## config.mk

```make
export PLATFORM = sky130hd
export DESIGN_NAME = ip_to_mac_lookup_table
export DESIGN_NICKNAME = d
export VERILOG_FILES = /design/src/rtl/i2m_pkg.sv /design/src/rtl/i2m_cell.sv /design/src/rtl/ip_to_mac_lookup_table.sv
export SDC_FILE = /design/constraint.sdc
export NUM_CORES = 2
export LEC_CHECK = 0
export BUFFER_PORTS_ARGS = -buffer_cell sky130_fd_sc_hd__buf_2
export CORE_MARGIN = 3
export CORE_UTILIZATION = 55
export CTS_BUF_LIST = sky130_fd_sc_hd__clkbuf_8
export CTS_CLUSTER_SIZE = 28
export DETAILED_ROUTE_END_ITERATION = 10
export PLACE_DENSITY = 0.74
export REMOVE_ABC_BUFFERS = 1
export SLEW_MARGIN = 20
export SYNTH_ARGS = -nofsm -noshare
export SYNTH_HDL_FRONTEND = slang
export SYNTH_HIERARCHICAL = 1
export SYNTH_SLANG_ARGS = --single-unit
export TNS_END_PERCENT = 30
```

## constraint.sdc

```tcl
create_clock -name clk -period 5 [get_ports clk]
set_clock_uncertainty 0.1 [all_clocks]
set_input_delay 0.75 -clock clk [delete_from_list [all_inputs] [get_ports clk]]
set_output_delay 0.75 -clock clk [all_outputs]
set_load 0.01 [all_outputs]
```

## src/rtl/i2m_pkg.sv

```systemverilog
// Package for the IP to MAC lookup table.
// Holds the request mode codes and the request token that travels the cell chain.
// No dependencies.
package i2m_pkg;

	localparam int IP_W  = 32;
	localparam int MAC_W = 48;

	localparam logic MODE_INSERT = 1'b0;
	localparam logic MODE_LOOKUP = 1'b1;

	// request token handed from cell to cell
	typedef struct packed {
		logic             vld;
		logic             mode;
		logic [IP_W-1:0]  ip;
		logic [MAC_W-1:0] mac;
		logic             hit;
		logic             done;   // request resolved: hit, appended, or lookup reached an empty entry
		logic [MAC_W-1:0] found;
	} i2m_tok_t;

endpackage

```

## src/rtl/i2m_cell.sv

```systemverilog
// One table entry of the IP to MAC lookup table, plus one chain stage.
// Compares the passing request, updates or fills its entry, and hands the token on.
// Depends on i2m_pkg.
module i2m_cell
	import i2m_pkg::*;
(
	input  logic     clk,
	input  logic     arst_n,
	input  i2m_tok_t tok_in,
	output i2m_tok_t tok_out
);

	logic             entry_vld_q;
	logic [IP_W-1:0]  entry_ip_q;
	logic [MAC_W-1:0] entry_mac_q;
	i2m_tok_t         tok_q;

	logic     live;
	logic     match;
	logic     append;
	i2m_tok_t tok_nxt;

	assign live   = tok_in.vld && !tok_in.done;
	assign match  = live && entry_vld_q && (entry_ip_q == tok_in.ip);
	// valid entries form a prefix, so the first empty cell reached is the append slot
	assign append = live && !entry_vld_q && (tok_in.mode == MODE_INSERT);

	always_comb begin
		tok_nxt = tok_in;
		if (match) begin
			tok_nxt.hit  = 1'b1;
			tok_nxt.done = 1'b1;
			if (tok_in.mode == MODE_LOOKUP) begin
				tok_nxt.found = entry_mac_q;
			end
		end
		if (live && !entry_vld_q) begin
			tok_nxt.done = 1'b1;
		end
	end

	always_ff @(posedge clk or negedge arst_n) begin
		if (!arst_n) begin
			entry_vld_q <= 1'b0;
			tok_q       <= '0;
		end else begin
			tok_q <= tok_nxt;
			if (append) begin
				entry_vld_q <= 1'b1;
			end
		end
	end

	always_ff @(posedge clk) begin
		if (append) begin
			entry_ip_q  <= tok_in.ip;
			entry_mac_q <= tok_in.mac;
		end else if (match && (tok_in.mode == MODE_INSERT)) begin
			entry_mac_q <= tok_in.mac;
		end
	end

	assign tok_out = tok_q;

endmodule

```

## src/rtl/ip_to_mac_lookup_table.sv

```systemverilog
// IP to MAC lookup table (ARP cache), top level.
// Chains TABLE_ENTRIES i2m_cell instances and registers the result. Depends on i2m_pkg.
//
// Each request (insert/update or lookup) walks the row of TABLE_ENTRIES cells, one cell per
// clock, and its result lands in an output register after that. One request is in flight at a
// time: out_valid rises once the request has left the last cell, and the next one is
// accepted the cycle after the result is taken, so the wait between requests is set by the
// length of the cell chain and by out_ready. Entries fill in order and are never freed; an
// insert of a new IP into a full table is dropped and reported by table_full.
// found_mac is the stored MAC on a lookup hit and zero otherwise.
module ip_to_mac_lookup_table
	import i2m_pkg::*;
#(
	parameter int TABLE_ENTRIES = 16
) (
	input  logic             clk,
	input  logic             arst_n,
	input  logic             in_valid,
	output logic             in_ready,
	input  logic             mode,
	input  logic [IP_W-1:0]  ip_addr,
	input  logic [MAC_W-1:0] mac_addr,
	output logic             out_valid,
	input  logic             out_ready,
	output logic             hit,
	output logic [MAC_W-1:0] found_mac,
	output logic             table_full
);

	i2m_tok_t tok_chain [0:TABLE_ENTRIES];
	logic [TABLE_ENTRIES:0] chain_vld;

	logic             busy_q;
	logic             out_valid_q;
	logic             hit_q;
	logic [MAC_W-1:0] found_q;
	logic             full_q;

	logic     in_acc;
	logic     out_acc;
	i2m_tok_t tok_head;
	i2m_tok_t tok_last;

	assign in_acc  = in_valid && in_ready;
	assign out_acc = out_valid_q && out_ready;

	always_comb begin
		tok_head.vld   = in_acc;
		tok_head.mode  = mode;
		tok_head.ip    = ip_addr;
		tok_head.mac   = mac_addr;
		tok_head.hit   = 1'b0;
		tok_head.done  = 1'b0;
		tok_head.found = '0;
	end

	assign tok_chain[0] = tok_head;

	for (genvar g = 0; g < TABLE_ENTRIES; g++) begin : g_cell
		i2m_cell u_cell (
			.clk     (clk),
			.arst_n  (arst_n),
			.tok_in  (tok_chain[g]),
			.tok_out (tok_chain[g+1])
		);
	end

	for (genvar v = 0; v <= TABLE_ENTRIES; v++) begin : g_vld
		assign chain_vld[v] = tok_chain[v].vld;
	end

	assign tok_last = tok_chain[TABLE_ENTRIES];

	always_ff @(posedge clk or negedge arst_n) begin
		if (!arst_n) begin
			busy_q      <= 1'b0;
			out_valid_q <= 1'b0;
		end else begin
			if (in_acc) begin
				busy_q <= 1'b1;
			end else if (out_acc) begin
				busy_q <= 1'b0;
			end
			if (tok_last.vld) begin
				out_valid_q <= 1'b1;
			end else if (out_acc) begin
				out_valid_q <= 1'b0;
			end
		end
	end

	always_ff @(posedge clk) begin
		if (tok_last.vld) begin
			hit_q   <= tok_last.hit;
			found_q <= tok_last.found;
			// an insert still unresolved at the end of the chain found no free entry
			full_q  <= (tok_last.mode == MODE_INSERT) && !tok_last.done;
		end
	end

	assign in_ready   = !busy_q;
	assign out_valid  = out_valid_q;
	assign hit        = hit_q;
	assign found_mac  = found_q;
	assign table_full = full_q;

	a_one_in_flight: assert property (@(posedge clk) disable iff (!arst_n)
		$countones(chain_vld) <= 1)
		else $error("more than one request in the cell chain");

	// chain_vld[0] is the accept strobe itself; busy is registered from it
	a_result_needs_busy: assert property (@(posedge clk) disable iff (!arst_n)
		(out_valid_q || (chain_vld[TABLE_ENTRIES:1] != '0)) |-> busy_q)
		else $error("request in flight while block reports idle");

	a_no_accept_when_result: assert property (@(posedge clk) disable iff (!arst_n)
		out_valid_q |-> !in_ready)
		else $error("input ready while a result waits");

	a_full_no_hit: assert property (@(posedge clk) disable iff (!arst_n)
		out_valid_q |-> !(hit_q && full_q))
		else $error("dropped insert reported as hit");

	a_found_needs_hit: assert property (@(posedge clk) disable iff (!arst_n)
		(out_valid_q && (found_q != '0)) |-> hit_q)
		else $error("nonzero MAC returned without a hit");

endmodule
```

==> flow_metrics.tcl <==
set metrics [dict create \
    timing.critical_path.required_ns 5.56 \
    drt-initial-drc-count 2385 \
    vdd_ir_drop_max_uv 358 \
    grtUsageTotal 0.160 \
    post_synthesis_average_cell_area_um2 20.6 \
    antenna_found_initial 8 \
    cts_sinks 3380 \
    standard_cell_core_area_um2 195000 \
    post_synth_inst_count 5244 \
    pin_count_of_the_biggest_net_entering_global_routing 146 \
    drt-vias-per-instance 4.82 \
    final_hold_viol_count 0 \
    element_type_at_the_critical_path_start "primary input" \
    cts_resized 0 \
    layout.cells.most_common_list "2,049 x dfrtp_1, 1,330 x edfxtp_1, 603 x clkbuf_8" \
    clk_root_buffer_cell "clkbuf_8" \
    hp-class "in -> async" \
    outcome "finished clean" \
    cts_htree_levels 5 \
    area.growth.synth_to_final_pct 13.8 \
    floorplan_die_width_um 450 \
    finalWorstPathRequiredPeriod_ns 3.22 \
    worst-setup-path-type "in -> reg" \
    worstPathArrival_ns 3.78 \
    drive_above_1_share 0.219 \
    max_freq_ghz 0.311 \
    maxSlewHeadroom 0.305 \
    number_of_global_route_vias_before_repair 48500 \
    rsz0062_at_grt "false" \
    syn-cell-area_um2 108000 \
    fin_crit_sh 0.643 \
    layout_commonest_cell "dfrtp_1" \
    filler_cell_count 12900 \
    finish.net_count 6085 \
    detail-route-antenna-nets 0 \
    final-max-slew-violation-count 0 \
    path_clk_slew_ns 0.06 \
    grt_overflow_total 0 \
    insertion_delay_ns 1.07 \
    powerDensity_nw_per_um2 423 \
    wl_mm 156 \
    fin_worst_hold_slack_ns 0.176 \
    place_hpwl_mm 97.0 \
    critical_path.slowest_cell "or4_1" \
    cp_cell_sequence "dlygate4sd3_1 -> buf_2 -> xor2_1 -> nor4_1 -> nand2_1 -> or4_1 -> a21oi_4 -> buf_4" \
    critPathCaptureType "flop" \
    cap_viol_max_count 0 \
    portBuffers 136 \
    synth.yosys.warnings 6 \
    die-height_um 450 \
    setup_viol 0 \
    max-clock-path-buffers 4 \
    tritoncts "built" \
    drcViolationCount 0 \
    timing.critical_path.buf_inv 3 \
    timing.setup.tns_ns 0 \
    timing.critical_path.fanout_max 48 \
    num_rows 162 \
    drt-pass1-iter-count 5 \
    tightest_slew_ns 1.04 \
    top_level_ports 137 \
    critical-path-max-stage-delay_ns 0.64 \
    dr_total_vias 43600 \
    grt_first_pass_wirelength_mm 263 \
    floorplan.die_area_um2 202000 \
    globalplace.congestion 0.776 \
    critPathTopFamily "simple AND/OR/NAND/NOR gates" \
    p_leak_uw 0.0490 \
    route.detailed.wl_per_inst_um 17.2 \
    floorplan.initialDensity 0.554 \
    tritoncts.num_buffers 490 \
]
area by class of cell:
cell class                      count  area (µm²)  share of cell area
Timing Repair Buffer              293        2290              0.0186
Clock inverter                    304        1450              0.0118
Antenna cell                        2        5.00           0.0000406
Tap cell                         2624        3280              0.0266
Inverter                           50         188             0.00152
Multi-Input combinational cell   1785       16500               0.134
Clock buffer                      603        8300              0.0673
Sequential cell                  3380       91200               0.740
worst register-to-register path: stages, from the launching register on:
cell and delay (ns):
edfxtp_1 0.38, xor2_1 0.16, nor4_1 0.58, nand2_1 0.21
or4_1 0.64, a21oi_4 0.17, buf_4 0.54
path summary, 6_finish.rpt:
path	start	end	slack, ns	depth (start not counted)
setup / recovery	ip_addr[28]	g_cell[0].u_cell/entry_mac_q[18]	1.78	8
setup reg to reg	g_cell[0].u_cell/entry_ip_q[28]	g_cell[0].u_cell/entry_mac_q[18]	1.79	6
hold / removal	arst_n	g_cell[15].u_cell/tok_out[2]	0.18	2
min in group clk	mac_addr[14]	g_cell[0].u_cell/tok_out[64]	0.23	2
hold reg to reg	g_cell[11].u_cell/tok_out[63]	g_cell[12].u_cell/tok_out[63]	0.24	0
max in group asynchronous	arst_n	g_cell[3].u_cell/tok_out[111]	3.14	3
where the power goes:
group	total [µW]	switching (µW)	internal, µW
registers	30300	538	29800
clock network	20700	9480	11300
logic	1080	631	453
stage by stage:
step | cells | setup WS [ns] | area [µm²] | util | power [µW]
2_1_floorplan | 5215 | 0.0355 | 108000 | - | 31100
3_3_place_gp | 8047 | 1.23 | 113000 | 0.576 | 31800
3_5_place_dp | 8047 | 1.27 | 113000 | 0.576 | 31900
4_1_cts | 9039 | 1.71 | 123000 | 0.631 | 52900
5_1_grt | 9041 | 1.61 | 123000 | 0.631 | 54400
6_report | 9041 | 1.78 | 123000 | 0.631 | 52200
layer usage:
metal  up-vias  track usage  routed length (µm)
met3       313       0.0337                5810
met5         -            0                   0
met2       747        0.245               72900
li1      20300            -                   -
met1     22200        0.232               73000
met4         0       0.0577                3980
timing repair:
action | CTS | global route
endpoints found under the setup margin | 0 | 0
hold buffers | 85 | 0
endpoints found under the hold margin | 255 | 0
setup buffers | 0 | 0
sequential cells by signal, indices dropped and copies added (netlist names):
register / cells
busy_q: 1
found_mac: 48
g_cell.u_cell/entry_ip_q: 512
g_cell.u_cell/entry_mac_q: 768
g_cell.u_cell/entry_vld_q: 16
g_cell.u_cell/tok_out: 2032
hit: 1
out_valid: 1
table_full: 1
(Power assumes the default switching activity.)
